### src/rtl/tds_pkg.sv
// shared types and constants of the touch digitizer sample source
// calibration register set, request and register codes, datapath widths
// no dependencies
`default_nettype none

package tds_pkg;

	localparam int ADC_BITS    = 12;
	localparam int BURST_WORDS = 8;
	localparam int BURST_IDX_W = $clog2(BURST_WORDS);
	localparam int RAW_FIELD_W = 12;
	localparam int STEP_W      = $clog2(ADC_BITS + 1);

	localparam logic [ADC_BITS-1:0] RAW_MAX = {ADC_BITS{1'b1}};

	localparam int ADDR_W = 5;
	localparam int DATA_W = 32;

	// datapath widths
	localparam int MA_W   = 37;
	localparam int MB_W   = 16;
	localparam int PROD_W = MA_W + MB_W;
	localparam int DET_W  = 33;
	localparam int DMAG_W = 32;
	localparam int BX_W   = 37;
	localparam int NUM_W  = 54;
	localparam int MAG_W  = NUM_W - 1;
	localparam int DSH_W  = DMAG_W + ADC_BITS;

	localparam logic [15:0] PEN_BIT = 16'h8000;
	localparam logic [15:0] SEL_X   = 16'h1000;
	localparam logic [15:0] SEL_Y   = 16'h2000;

	localparam logic [1:0] REQ_DOWN = 2'd0;
	localparam logic [1:0] REQ_MOVE = 2'd1;
	localparam logic [1:0] REQ_UP   = 2'd2;
	localparam logic [1:0] REQ_TICK = 2'd3;

	localparam logic RESULT_BURST  = 1'b0;
	localparam logic RESULT_PEN_UP = 1'b1;

	localparam logic [2:0] REG_CAL_XX       = 3'd0;
	localparam logic [2:0] REG_CAL_XY       = 3'd1;
	localparam logic [2:0] REG_CAL_X_OFFSET = 3'd2;
	localparam logic [2:0] REG_CAL_YX       = 3'd3;
	localparam logic [2:0] REG_CAL_YY       = 3'd4;
	localparam logic [2:0] REG_CAL_Y_OFFSET = 3'd5;
	localparam logic [2:0] REG_CAL_DIVISOR  = 3'd6;

	localparam logic [15:0] CAL_XX_RST       = 16'(556);
	localparam logic [15:0] CAL_XY_RST       = 16'(-23408);
	localparam logic [31:0] CAL_X_OFFSET_RST = 32'(85992351);
	localparam logic [15:0] CAL_YX_RST       = 16'(-30734);
	localparam logic [15:0] CAL_YY_RST       = 16'(109);
	localparam logic [31:0] CAL_Y_OFFSET_RST = 32'(113344548);
	localparam logic [23:0] CAL_DIVISOR_RST  = 24'(331292);

	typedef struct packed {
		logic [15:0] xx;
		logic [15:0] xy;
		logic [31:0] x_offset;
		logic [15:0] yx;
		logic [15:0] yy;
		logic [31:0] y_offset;
		logic [23:0] divisor;
	} cal_t;

endpackage

`default_nettype wire

### src/rtl/touch_digitizer_sample_source_core.sv
// touch digitizer sample source, top level
// pen state, calibration registers, burst sequencer and output register
// depends on tds_pkg and tds_calc
//
// requests enter on in_valid/in_stall: pen down, pen move, pen up, sample tick.
// a pen-down while up, and a tick while down, give a burst of 8 codec words
// alternating x and y; a pen-up while down gives one pen-up notice.
// requests that give no result are taken without raising in_stall.
// a burst request holds in_stall high while the raw values are computed (products
// on one shared multiplier, then per coordinate a setup step and compare-subtract
// steps on one shared subtractor, then a registered done handoff) and while the
// words leave one per cycle through the output register, as long as out_stall
// is low; the next request is taken once the last word is in that register.
// a pen-up notice also passes through the emit state into the output register,
// and in_stall stays high until it is loaded there.
// when the receiver raises out_stall the output register holds its word and
// the sequencer waits. calibration registers sit on the apb port, 4 bytes apart.
// reset puts the pen up at position zero and loads the default calibration.
`default_nettype none

module touch_digitizer_sample_source_core (
	input  wire logic                         clk,
	input  wire logic                         arst_n,
	input  wire logic                         psel,
	input  wire logic                         penable,
	input  wire logic                         pwrite,
	input  wire logic [tds_pkg::ADDR_W-1:0]   paddr,
	input  wire logic [tds_pkg::DATA_W-1:0]   pwdata,
	output logic      [tds_pkg::DATA_W-1:0]   prdata,
	output logic                              pready,
	input  wire logic                         in_valid,
	output logic                              in_stall,
	input  wire logic [1:0]                   req_type,
	input  wire logic [11:0]                  screen_x,
	input  wire logic [11:0]                  screen_y,
	output logic                              out_valid,
	input  wire logic                         out_stall,
	output logic                              result_kind,
	output logic [15:0]                       codec_word,
	output logic                              pen_state,
	output logic                              last_word
);

	localparam logic [1:0] ST_IDLE = 2'd0;
	localparam logic [1:0] ST_CALC = 2'd1;
	localparam logic [1:0] ST_EMIT = 2'd2;

	tds_pkg::cal_t cal_q;
	logic [2:0]    reg_idx;
	logic          cfg_wr;

	logic [1:0]  state_q;
	logic        pen_down_q;
	logic [11:0] pen_x_q;
	logic [11:0] pen_y_q;
	logic        emit_kind_q;
	logic [tds_pkg::BURST_IDX_W-1:0] emit_idx_q;

	logic        out_valid_q;
	logic        result_kind_q;
	logic [15:0] codec_word_q;
	logic        pen_state_q;
	logic        last_word_q;

	logic        in_take;
	logic        calc_start;
	logic        calc_done;
	logic [tds_pkg::ADC_BITS-1:0] raw_x;
	logic [tds_pkg::ADC_BITS-1:0] raw_y;

	logic        out_load;
	logic        emit_last;
	logic [15:0] emit_word;

	assign reg_idx = paddr[4:2];
	assign cfg_wr  = psel && penable && pwrite;
	assign pready  = 1'b1;

	always_ff @(posedge clk or negedge arst_n) begin
		if (!arst_n) begin
			cal_q.xx       <= tds_pkg::CAL_XX_RST;
			cal_q.xy       <= tds_pkg::CAL_XY_RST;
			cal_q.x_offset <= tds_pkg::CAL_X_OFFSET_RST;
			cal_q.yx       <= tds_pkg::CAL_YX_RST;
			cal_q.yy       <= tds_pkg::CAL_YY_RST;
			cal_q.y_offset <= tds_pkg::CAL_Y_OFFSET_RST;
			cal_q.divisor  <= tds_pkg::CAL_DIVISOR_RST;
		end else if (cfg_wr) begin
			case (reg_idx)
				tds_pkg::REG_CAL_XX:       cal_q.xx       <= pwdata[15:0];
				tds_pkg::REG_CAL_XY:       cal_q.xy       <= pwdata[15:0];
				tds_pkg::REG_CAL_X_OFFSET: cal_q.x_offset <= pwdata[31:0];
				tds_pkg::REG_CAL_YX:       cal_q.yx       <= pwdata[15:0];
				tds_pkg::REG_CAL_YY:       cal_q.yy       <= pwdata[15:0];
				tds_pkg::REG_CAL_Y_OFFSET: cal_q.y_offset <= pwdata[31:0];
				tds_pkg::REG_CAL_DIVISOR:  cal_q.divisor  <= pwdata[23:0];
				default: begin
				end
			endcase
		end
	end

	always_comb begin
		case (reg_idx)
			tds_pkg::REG_CAL_XX:       prdata = tds_pkg::DATA_W'(cal_q.xx);
			tds_pkg::REG_CAL_XY:       prdata = tds_pkg::DATA_W'(cal_q.xy);
			tds_pkg::REG_CAL_X_OFFSET: prdata = cal_q.x_offset;
			tds_pkg::REG_CAL_YX:       prdata = tds_pkg::DATA_W'(cal_q.yx);
			tds_pkg::REG_CAL_YY:       prdata = tds_pkg::DATA_W'(cal_q.yy);
			tds_pkg::REG_CAL_Y_OFFSET: prdata = cal_q.y_offset;
			tds_pkg::REG_CAL_DIVISOR:  prdata = tds_pkg::DATA_W'(cal_q.divisor);
			default:                   prdata = '0;
		endcase
	end

	assign in_stall = (state_q != ST_IDLE);
	assign in_take  = in_valid && !in_stall;

	assign calc_start = in_take
		&& ((req_type == tds_pkg::REQ_DOWN && !pen_down_q)
		|| (req_type == tds_pkg::REQ_TICK && pen_down_q));

	tds_calc u_calc (
		.clk    (clk),
		.arst_n (arst_n),
		.start  (calc_start),
		.cal    (cal_q),
		.pen_x  (pen_x_q),
		.pen_y  (pen_y_q),
		.done   (calc_done),
		.raw_x  (raw_x),
		.raw_y  (raw_y)
	);

	assign out_load  = (state_q == ST_EMIT) && (!out_valid_q || !out_stall);
	assign emit_last = (emit_kind_q == tds_pkg::RESULT_PEN_UP)
		|| (emit_idx_q == tds_pkg::BURST_IDX_W'(tds_pkg::BURST_WORDS - 1));
	assign emit_word = emit_idx_q[0]
		? (tds_pkg::PEN_BIT | tds_pkg::SEL_Y
			| 16'(tds_pkg::RAW_FIELD_W'(raw_y)))
		: (tds_pkg::PEN_BIT | tds_pkg::SEL_X
			| 16'(tds_pkg::RAW_FIELD_W'(raw_x)));

	always_ff @(posedge clk or negedge arst_n) begin
		if (!arst_n) begin
			state_q     <= ST_IDLE;
			pen_down_q  <= 1'b0;
			pen_x_q     <= '0;
			pen_y_q     <= '0;
			emit_kind_q <= tds_pkg::RESULT_BURST;
			emit_idx_q  <= '0;
			out_valid_q <= 1'b0;
		end else begin
			if (out_load) begin
				out_valid_q <= 1'b1;
			end else if (out_valid_q && !out_stall) begin
				out_valid_q <= 1'b0;
			end
			case (state_q)
				ST_IDLE: begin
					if (in_take) begin
						case (req_type)
							tds_pkg::REQ_DOWN: begin
								pen_x_q <= screen_x;
								pen_y_q <= screen_y;
								if (!pen_down_q) begin
									pen_down_q <= 1'b1;
									state_q    <= ST_CALC;
								end
							end
							tds_pkg::REQ_MOVE: begin
								pen_x_q <= screen_x;
								pen_y_q <= screen_y;
							end
							tds_pkg::REQ_UP: begin
								if (pen_down_q) begin
									pen_down_q  <= 1'b0;
									emit_kind_q <= tds_pkg::RESULT_PEN_UP;
									emit_idx_q  <= '0;
									state_q     <= ST_EMIT;
								end
							end
							default: begin
								if (pen_down_q) begin
									state_q <= ST_CALC;
								end
							end
						endcase
					end
				end
				ST_CALC: begin
					if (calc_done) begin
						emit_kind_q <= tds_pkg::RESULT_BURST;
						emit_idx_q  <= '0;
						state_q     <= ST_EMIT;
					end
				end
				ST_EMIT: begin
					if (out_load) begin
						if (emit_last) begin
							state_q <= ST_IDLE;
						end else begin
							emit_idx_q <= emit_idx_q + tds_pkg::BURST_IDX_W'(1);
						end
					end
				end
				default: begin
					state_q <= ST_IDLE;
				end
			endcase
		end
	end

	always_ff @(posedge clk) begin
		if (out_load) begin
			result_kind_q <= emit_kind_q;
			last_word_q   <= emit_last;
			if (emit_kind_q == tds_pkg::RESULT_PEN_UP) begin
				codec_word_q <= '0;
				pen_state_q  <= 1'b0;
			end else begin
				codec_word_q <= emit_word;
				pen_state_q  <= 1'b1;
			end
		end
	end

	assign out_valid   = out_valid_q;
	assign result_kind = result_kind_q;
	assign codec_word  = codec_word_q;
	assign pen_state   = pen_state_q;
	assign last_word   = last_word_q;

endmodule

`default_nettype wire

### src/rtl/tds_calc.sv
// raw value calculator: inverse affine calibration with clamp
// one shared multiplier for products, one shared subtractor for restoring division
// depends on tds_pkg
`default_nettype none

module tds_calc (
	input  wire logic                          clk,
	input  wire logic                          arst_n,
	input  wire logic                          start,
	input  wire tds_pkg::cal_t                 cal,
	input  wire logic [11:0]                   pen_x,
	input  wire logic [11:0]                   pen_y,
	output logic                               done,
	output logic [tds_pkg::ADC_BITS-1:0]       raw_x,
	output logic [tds_pkg::ADC_BITS-1:0]       raw_y
);

	localparam logic [1:0] ST_IDLE = 2'd0;
	localparam logic [1:0] ST_MUL  = 2'd1;
	localparam logic [1:0] ST_DSET = 2'd2;
	localparam logic [1:0] ST_DIV  = 2'd3;

	localparam logic [3:0] MUL_LAST = 4'd8;

	logic [1:0] state_q;
	logic [3:0] cyc_q;
	logic       sel_q;
	logic       done_q;

	logic signed [tds_pkg::MA_W-1:0]   mul_a;
	logic signed [tds_pkg::MB_W-1:0]   mul_b;
	logic signed [tds_pkg::PROD_W-1:0] mul_p;

	logic [tds_pkg::PROD_W-1:0] prod_q;
	logic [tds_pkg::NUM_W-1:0]  prod_ext;
	logic [2:0]                 acc_tag;
	logic [tds_pkg::DET_W-1:0]  det_q;
	logic [tds_pkg::BX_W-1:0]   bx_q;
	logic [tds_pkg::BX_W-1:0]   by_q;
	logic [tds_pkg::NUM_W-1:0]  nx_q;
	logic [tds_pkg::NUM_W-1:0]  ny_q;

	logic [tds_pkg::MAG_W-1:0]    rem_q;
	logic [tds_pkg::DSH_W-1:0]    dsh_q;
	logic [tds_pkg::STEP_W-1:0]   j_q;
	logic [tds_pkg::ADC_BITS-1:0] q_q;
	logic [tds_pkg::ADC_BITS-1:0] rx_q;
	logic [tds_pkg::ADC_BITS-1:0] ry_q;

	logic [tds_pkg::NUM_W-1:0]    num_sel;
	logic [tds_pkg::NUM_W-1:0]    num_neg;
	logic [tds_pkg::MAG_W-1:0]    nmag;
	logic [tds_pkg::DET_W-1:0]    det_neg;
	logic [tds_pkg::DMAG_W-1:0]   dmag;
	logic                         skip;
	logic [tds_pkg::MAG_W:0]      diff;
	logic                         ge;
	logic [tds_pkg::ADC_BITS-1:0] q_next;
	logic                         fin;
	logic [tds_pkg::ADC_BITS-1:0] fin_val;

	always_comb begin
		case (cyc_q[2:0])
			3'd0: begin
				mul_a = {{(tds_pkg::MA_W-16){cal.xx[15]}}, cal.xx};
				mul_b = cal.yy;
			end
			3'd1: begin
				mul_a = {{(tds_pkg::MA_W-16){cal.xy[15]}}, cal.xy};
				mul_b = cal.yx;
			end
			3'd2: begin
				mul_a = {{(tds_pkg::MA_W-24){1'b0}}, cal.divisor};
				mul_b = {{(tds_pkg::MB_W-12){pen_x[11]}}, pen_x};
			end
			3'd3: begin
				mul_a = {{(tds_pkg::MA_W-24){1'b0}}, cal.divisor};
				mul_b = {{(tds_pkg::MB_W-12){pen_y[11]}}, pen_y};
			end
			3'd4: begin
				mul_a = bx_q;
				mul_b = cal.yy;
			end
			3'd5: begin
				mul_a = by_q;
				mul_b = cal.xy;
			end
			3'd6: begin
				mul_a = by_q;
				mul_b = cal.xx;
			end
			default: begin
				mul_a = bx_q;
				mul_b = cal.yx;
			end
		endcase
	end

	assign mul_p    = mul_a * mul_b;
	assign prod_ext = {prod_q[tds_pkg::PROD_W-1], prod_q};
	assign acc_tag  = 3'(cyc_q - 4'd1);

	// operand magnitudes and sign tests for the division
	assign num_sel = sel_q ? ny_q : nx_q;
	assign num_neg = tds_pkg::NUM_W'(0) - num_sel;
	assign nmag    = num_sel[tds_pkg::NUM_W-1] ? num_neg[tds_pkg::MAG_W-1:0]
		: num_sel[tds_pkg::MAG_W-1:0];
	assign det_neg = tds_pkg::DET_W'(0) - det_q;
	assign dmag    = det_q[tds_pkg::DET_W-1] ? det_neg[tds_pkg::DMAG_W-1:0]
		: det_q[tds_pkg::DMAG_W-1:0];
	assign skip    = (det_q == '0) || (num_sel == '0)
		|| (num_sel[tds_pkg::NUM_W-1] != det_q[tds_pkg::DET_W-1]);

	assign diff   = {1'b0, rem_q} - (tds_pkg::MAG_W+1)'(dsh_q);
	assign ge     = !diff[tds_pkg::MAG_W];
	assign q_next = {q_q[tds_pkg::ADC_BITS-2:0], ge};

	always_comb begin
		fin     = 1'b0;
		fin_val = '0;
		case (state_q)
			ST_DSET: begin
				fin     = skip;
				fin_val = '0;
			end
			ST_DIV: begin
				if (j_q == tds_pkg::STEP_W'(tds_pkg::ADC_BITS) && ge) begin
					fin     = 1'b1;
					fin_val = tds_pkg::RAW_MAX;
				end else if (j_q == '0) begin
					fin     = 1'b1;
					fin_val = q_next;
				end
			end
			default: begin
				fin     = 1'b0;
				fin_val = '0;
			end
		endcase
	end

	always_ff @(posedge clk or negedge arst_n) begin
		if (!arst_n) begin
			state_q <= ST_IDLE;
			cyc_q   <= '0;
			sel_q   <= 1'b0;
			done_q  <= 1'b0;
		end else begin
			done_q <= fin && sel_q;
			case (state_q)
				ST_IDLE: begin
					if (start) begin
						state_q <= ST_MUL;
						cyc_q   <= '0;
					end
				end
				ST_MUL: begin
					if (cyc_q == MUL_LAST) begin
						state_q <= ST_DSET;
						sel_q   <= 1'b0;
					end else begin
						cyc_q <= cyc_q + 4'd1;
					end
				end
				ST_DSET, ST_DIV: begin
					if (fin) begin
						sel_q   <= 1'b1;
						state_q <= sel_q ? ST_IDLE : ST_DSET;
					end else if (state_q == ST_DSET) begin
						state_q <= ST_DIV;
					end
				end
				default: begin
					state_q <= ST_IDLE;
				end
			endcase
		end
	end

	always_ff @(posedge clk) begin
		if (state_q == ST_MUL) begin
			prod_q <= mul_p;
			if (cyc_q != '0) begin
				case (acc_tag)
					3'd0: det_q <= prod_q[tds_pkg::DET_W-1:0];
					3'd1: det_q <= det_q - prod_q[tds_pkg::DET_W-1:0];
					3'd2: bx_q <= prod_q[tds_pkg::BX_W-1:0]
						- {{(tds_pkg::BX_W-32){cal.x_offset[31]}}, cal.x_offset};
					3'd3: by_q <= prod_q[tds_pkg::BX_W-1:0]
						- {{(tds_pkg::BX_W-32){cal.y_offset[31]}}, cal.y_offset};
					3'd4: nx_q <= prod_ext;
					3'd5: nx_q <= nx_q - prod_ext;
					3'd6: ny_q <= prod_ext;
					default: ny_q <= ny_q - prod_ext;
				endcase
			end
		end
		if (state_q == ST_DSET) begin
			rem_q <= nmag;
			dsh_q <= {dmag, {tds_pkg::ADC_BITS{1'b0}}};
			j_q   <= tds_pkg::STEP_W'(tds_pkg::ADC_BITS);
			q_q   <= '0;
		end
		if (state_q == ST_DIV) begin
			if (ge) begin
				rem_q <= diff[tds_pkg::MAG_W-1:0];
			end
			dsh_q <= dsh_q >> 1;
			j_q   <= j_q - tds_pkg::STEP_W'(1);
			q_q   <= q_next;
		end
		if (fin) begin
			if (!sel_q) begin
				rx_q <= fin_val;
			end else begin
				ry_q <= fin_val;
			end
		end
	end

	assign done  = done_q;
	assign raw_x = rx_q;
	assign raw_y = ry_q;

endmodule

`default_nettype wire
### config.mk
export PLATFORM = sky130hd
export DESIGN_NAME = touch_digitizer_sample_source_core
export DESIGN_NICKNAME = d
export VERILOG_FILES = /design/src/rtl/tds_pkg.sv /design/src/rtl/touch_digitizer_sample_source_core.sv /design/src/rtl/tds_calc.sv
export SDC_FILE = /design/constraint.sdc
export NUM_CORES = 2
export LEC_CHECK = 0
export ABC_CLOCK_PERIOD_IN_PS = 7900
export BUFFER_PORTS_ARGS = -buffer_cell sky130_fd_sc_hd__buf_2
export CAP_MARGIN = 20
export CORE_MARGIN = 2
export CORE_UTILIZATION = 35
export DETAILED_ROUTE_END_ITERATION = 10
export PLACE_DENSITY = 0.61
export REMOVE_ABC_BUFFERS = 1
export SLEW_MARGIN = 20
export SYNTH_ARGS = -nofsm -noshare
export SYNTH_HDL_FRONTEND = slang
export SYNTH_SLANG_ARGS = --single-unit
### constraint.sdc
create_clock -name clk -period 7.9 [get_ports clk]
set_clock_uncertainty 0.1 [all_clocks]
set_input_delay 1.185 -clock clk [delete_from_list [all_inputs] [get_ports clk]]
set_output_delay 1.185 -clock clk [all_outputs]
set_load 0.1 [all_outputs]
* Word level (Yosys, flattened, before mapping)
Cells that the tools add are included.
** Cells by class
- Bitwise operators :: 2
- Add/subtract/negate cells :: 12
- Eq/ne operators :: 46
- Multiplexer cells :: 62
- Reductions and logical operators :: 68
- $mul :: 1
** Operator list (number)
- 32-bit one-hot mux with 7 select lines :: 1
- 54-bit one-hot mux with 2 select lines :: 2
- 53-bit 2-to-1 mux :: 4
- 37-bit one-hot mux with 4 select lines :: 1
- 54-bit subtractor :: 2
- 43-bit 2-to-1 mux :: 2
- 16-bit one-hot mux with 5 select lines :: 1
- 37-bit subtractor :: 2
- 33-bit one-hot mux with 2 select lines :: 1
- 54-bit zero test :: 1
- 54-bit 2-to-1 mux :: 1
- 53-bit by 44-bit subtractor with 54-bit output :: 1
- 37-bit by 16-bit multiplier with 53-bit output :: 1
- 1-bit by 53-bit subtractor with 53-bit output, first input constant :: 1
- 12-bit 2-to-1 mux :: 3
- 33-bit zero test :: 1
- 33-bit subtractor :: 1
- 32-bit 2-to-1 mux :: 1
- 1-bit by 32-bit subtractor with 32-bit output, first input constant :: 1
- 3-bit equality test, second input constant :: 10
- 3-bit AND reduction :: 10
- 2-bit 2-to-1 mux :: 12
- 11-bit 2-to-1 mux :: 2
- 3-bit by 2-bit equality test with 1-bit output, second input constant :: 6
- 37 further kinds :: 123
** Storage, ports and cells
- Input bits :: 70
- Register bits after elaboration :: 615
- Logic and storage cells :: 226

* Longest topological paths before layout
- Depth in word-level cells :: 7
- Depth in mapped cells :: 36

* Modules after synthesis
From an unflattened synthesis, not the netlist that was laid out.
** Unflattened totals
- Cell total of the unflattened synthesis :: 6689
- Area total of the unflattened synthesis :: 61720.4 µm²
** By module, submodules not included
- tds_calc :: area an instance 52664.3 µm², sequential area each 11791.3 µm², cells each 6071, times used 1
- touch_digitizer_sample_source_core :: area an instance 9056.2 µm², sequential area each 5208.7 µm², cells each 618, times used 1

* Least setup slack after synthesis
No wires, ideal clock.
- Kind :: register to register
- From :: register u_calc.cyc_q[0]
- To :: register u_calc.prod_q[51] in the netlist's numbering (data pin)
- Setup time :: 258 ps
- Path slack :: -864 ps
- Stages on the path, launching flop included :: 34
- Buffers on the path :: 4
- Data arrival time :: 8406 ps
- Clock period less this slack :: 8764 ps
- Path through :: dfrtp_1 > inv_1 > ha_1 > and2_1 > clkbuf_1 > or2_2 > or3_1 > clkbuf_1 > buf_1 > a31oi_1 > clkbuf_1 > nand2_1 > fa_1 > inv_1 > fa_1 > fa_1 > fa_1 > fa_1 > inv_1 > fa_1 > inv_1 > ha_1 > o21ai_0 > a21oi_1 > nand2_1 > or4_1 > a211oi_1 > o211a_1 > nand4_1 > nand4b_1 > a21oi_1 > o311ai_0 > nand2_1 > xnor2_1
** On the way
- Word-level cells in the longest chain between the ends :: 4
- Elaborated cells between the ends (all ways) :: 13
** Ends and longest elaborated chain
- start, declared :: RTL line tds_calc.sv:26 : logic [3:0] cyc_q;
- start signal, assigned :: RTL line tds_calc.sv:162 : cyc_q <= cyc_q + 4'd1;
- 3-bit equality test, or another cell as far along :: RTL line tds_calc.sv:63 : case (cyc_q[2:0])
- 2-bit OR reduction (no source line)
- 16-bit one-hot mux with 5 select lines or 37-bit one-hot mux with 4 select lines (tied branches) :: RTL line tds_calc.sv:63
- 37-bit by 16-bit multiplier with 53-bit output (*) :: RTL line tds_calc.sv:99 : assign mul_p = mul_a * mul_b;
- via u_calc.mul_p (one bit) :: RTL line tds_calc.sv:32 : logic signed [tds_pkg::PROD_W-1:0] mul_p;
- end signal, assigned :: RTL line tds_calc.sv:182 : prod_q <= mul_p;
- end, declared :: RTL line tds_calc.sv:34 : logic [tds_pkg::PROD_W-1:0] prod_q;
The timed path passes the listed nets; every way through them passes the cells marked *.
A chain may end at the register's enable or synchronous reset.

* Worst setup path in the final report
- From :: register u_calc.cyc_q[1]
- To :: register u_calc.prod_q[45] in the netlist's numbering (data pin)
The elaborated chain is that of the path after synthesis.

==> impl_metrics.tcl <==
set metrics [dict create \
    syn_area_per_cell_um2 9.03 \
    ys_async_sr_fraction_pct 31.3 \
    cts_tree "done" \
    r2r-end "u_calc.prod_q[45]$_DFFE_PP_" \
    post-route-drc-count 0 \
    tightest_slew_ns 1.12 \
    reg2reg_slack_ns -0.53 \
    ctsRootBufferMaster "clkbuf_16" \
    yosys_warnings 0 \
    critPathLaunch "u_calc.cyc_q[1]$_DFFE_PN0P_" \
    die_area_um2 179000 \
    insertion_delay_ns 0.67 \
    crit_end "u_calc.prod_q[45]$_DFFE_PP_" \
    maxSlewHeadroom_pct 25.3 \
    status "finished with violations" \
    worst_slack_ns -0.526 \
    area_growth_pct 20.1 \
    setup_viol 29 \
    ys_ff_latch 614 \
    cts.clk_slew.worst_paths_ns 0.06 \
    final_area_um2 73800 \
    hold_path_class "flop to flop" \
    cap_violations 0 \
    dpl-instance-area_um2 68300 \
    wire_per_inst_um 19.6 \
    gp_congestion 0.927 \
    grt_antenna_before_repair 17 \
    synth_edf_count 368 \
    multi_input_area_um2 41500 \
    crit_fanout 8 \
    ys_types 97 \
    port-buffer-count 119 \
    drt_iter0_markers 3995 \
    dp_hpwl_mm 150 \
    violations "setup timing" \
    synthFlopType "edfxtp_1" \
    hold_violations 0 \
    crit_path_top_delay_cell "fa_1" \
    cts_buffer_depth 3 \
    grt_pass1_wl_mm 295 \
    htreeDepth 3 \
    startpoint_type "flop" \
    fill_cells 16803 \
    drt-total-wl_mm 191 \
    final_nets 8353 \
    worstReg2RegStart "u_calc.cyc_q[1]$_DFFE_PN0P_" \
    finalMaxSlewViolations 0 \
    cts_hold_buf 0 \
    drive_gt1_share_pct 19.2 \
    syn_area_um2 61500 \
    ff_latch_area_um2 17000 \
    ant_nets 0 \
    worstRegToRegCells 36 \
    rsz0062_at_grt "yes" \
    critPathRequiredTime_ns 8.20 \
    crit_top_cell "fa_1" \
    vias 50911 \
    grt_max_degree 107 \
    gr-total-overflow 0 \
    seq_area_frac_synth_pct 27.7 \
    vias_per_cell 5.24 \
    numCtsBuffers 73 \
    grt_pass1_vias 51319 \
    endpoint_kind "flop" \
    fin_crit_ns 8.43 \
    initial_core_util_pct 35.3 \
    cp.arrival_ns 8.72 \
    most-common-layout-cells "inv_1 (903), nand2_1 (798), fa_1 (541)" \
    final_common_cell "inv_1" \
    die_y_um 423 \
    max_freq_mhz 119 \
    drt_pass1_iterations 8 \
    rows 153 \
    coreArea_um2 174000 \
    track_usage_pct 20.9 \
    synth_cells 6804 \
    post-route-period-util_pct 107 \
    ios 124 \
    cts.sinks 614 \
    die_w_um 423 \
    critPathKind "flop to flop" \
    max_stage_delay_ns 0.60 \
]
[cell type report]
class	count	share of cell area (%)
multi-input cells	4964	56.3
well taps	2325	3.94
flip-flops and latches	614	23.0
diodes	6	0.0203
inverters	943	4.81
repair buffers	735	8.54
clock buffers	105	2.97
clock inverters	30	0.380
[worst min-delay path by stage]
stage | startpoint | to | slack [ns] | depth (start not counted)
3_5_place_dp | u_calc.rem_q[49]$_DFF_P_ | u_calc.rem_q[49]$_DFF_P_ | 0.36 | 1
4_1_cts | u_calc.rem_q[49]$_DFF_P_ | u_calc.rem_q[49]$_DFF_P_ | 0.39 | 1
2_1_floorplan | u_calc.rem_q[49]$_DFF_P_ | u_calc.rem_q[49]$_DFF_P_ | 0.34 | 1
3_3_place_gp | u_calc.rem_q[49]$_DFF_P_ | u_calc.rem_q[49]$_DFF_P_ | 0.36 | 1
5_1_grt | u_calc.rem_q[44]$_DFF_P_ | u_calc.rem_q[44]$_DFF_P_ | 0.41 | 1
6_report | u_calc.rem_q[49]$_DFF_P_ | u_calc.rem_q[49]$_DFF_P_ | 0.39 | 1
[stage by stage]
step | worst slack, ns | setup TNS (ns) | utilization (%) | hold WS, ns | instances
final | -0.526 | -8.16 | 42.4 | 0.387 | 9722
after global routing | -0.769 | -15.41 | 42.4 | 0.414 | 9720
after CTS | -0.532 | -5.46 | 41.9 | 0.390 | 9687
after detailed placement | -1.17 | -22.47 | 39.2 | 0.361 | 9455
after global placement | -1.19 | -23.56 | 39.2 | 0.362 | 9454
after floorplan | -2.34 | -125.15 | - | 0.342 | 6520
[critical path, delay by kind of cell, from the launching register on]
kind / cells / cell delay (ns)
AO/OA/AOI/OAI: 11 / 2.27
flip-flops: 1 / 0.45
AND/OR/NAND/NOR: 5 / 0.50
XOR/XNOR: 1 / 0.08
buffers and inverters: 11 / 1.33
adder cells (fa/ha/maj): 8 / 3.43
[layer usage]
layer,share of wire (%),wire length (um),up-vias,GRT usage [%]
met5,0,0,-,0
met4,4.3,8150,0,8.19
met3,5.4,10300,292,2.14
met2,46,87400,1487,34.2
met1,44,84700,25120,28.5
li1,-,-,24012,-
[sequential cells by signal, summed over array words and instances, names as in the netlist, 2 cells and up]
register and flops:
cal_q 152, codec_word 15, emit_idx_q 3, pen_x_q 12, pen_y_q 12, state_q 2, u_calc.bx_q 37, u_calc.by_q 37
u_calc.cyc_q 4, u_calc.det_q 33, u_calc.dsh_q 44, u_calc.j_q 4, u_calc.nx_q 54, u_calc.ny_q 54, u_calc.prod_q 53, u_calc.q_q 11
u_calc.raw_x 12, u_calc.raw_y 12, u_calc.rem_q 53, u_calc.state_q 2
[synth_stat cells (16+ instances only)]
library cell / n / area [um^2]
clkbuf_1: 248 / 931
fa_1: 562 / 11300
a211oi_1: 55 / 413
or3_1: 26 / 163
dfstp_2: 51 / 1340
and2_1: 51 / 319
nand2_1: 824 / 3090
inv_1: 942 / 3540
nor2b_1: 69 / 432
o21ai_0: 436 / 2180
nand3_1: 87 / 435
or2_2: 24 / 150
dfrtp_1: 141 / 3530
nor3_1: 70 / 350
o211ai_1: 16 / 120
xor2_1: 134 / 1170
or4_1: 16 / 120
o31ai_1: 40 / 300
a31oi_1: 58 / 363
dfxtp_1: 54 / 1080
ha_1: 390 / 4880
o21bai_1: 41 / 308
mux2i_1: 70 / 701
buf_1: 20 / 75.1
nand2b_1: 60 / 375
mux2_2: 139 / 1570
nor2_1: 527 / 1980
and3_1: 41 / 257
edfxtp_1: 368 / 11100
a222oi_1: 31 / 310
xnor2_1: 219 / 1920
a22oi_1: 34 / 255
o21ai_1: 30 / 150
a22o_1: 29 / 254
nand4_1: 30 / 188
a21oi_1: 403 / 2020
o21a_1: 75 / 563
a21o_1: 164 / 1230
[timing repair]
action,in CTS,in global routing
buffers inserted,90,40
endpoints found under the setup margin,35,34
pin swaps,132,105
resized for setup,333,142
cloned,7,0
[cells by family (layout without fill, tap and decap cells)]
kind of cell | Yosys count | count (layout) | share of synthesized area (%)
simple gates | 1877 | 1878 | 13.6
compound gates | 1561 | 1561 | 15.9
buf+inv | 1227 | 1813 | 7.57
fa+ha+maj | 952 | 952 | 26.2
flops | 614 | 614 | 27.7
xor+xnor | 353 | 353 | 5.03
mux | 218 | 218 | 4.00
other cells | 2 | 8 | 0.0122
Power is not shown: default switching activity piles up to over one toggle a cycle in this logic, so the estimate is an artifact.
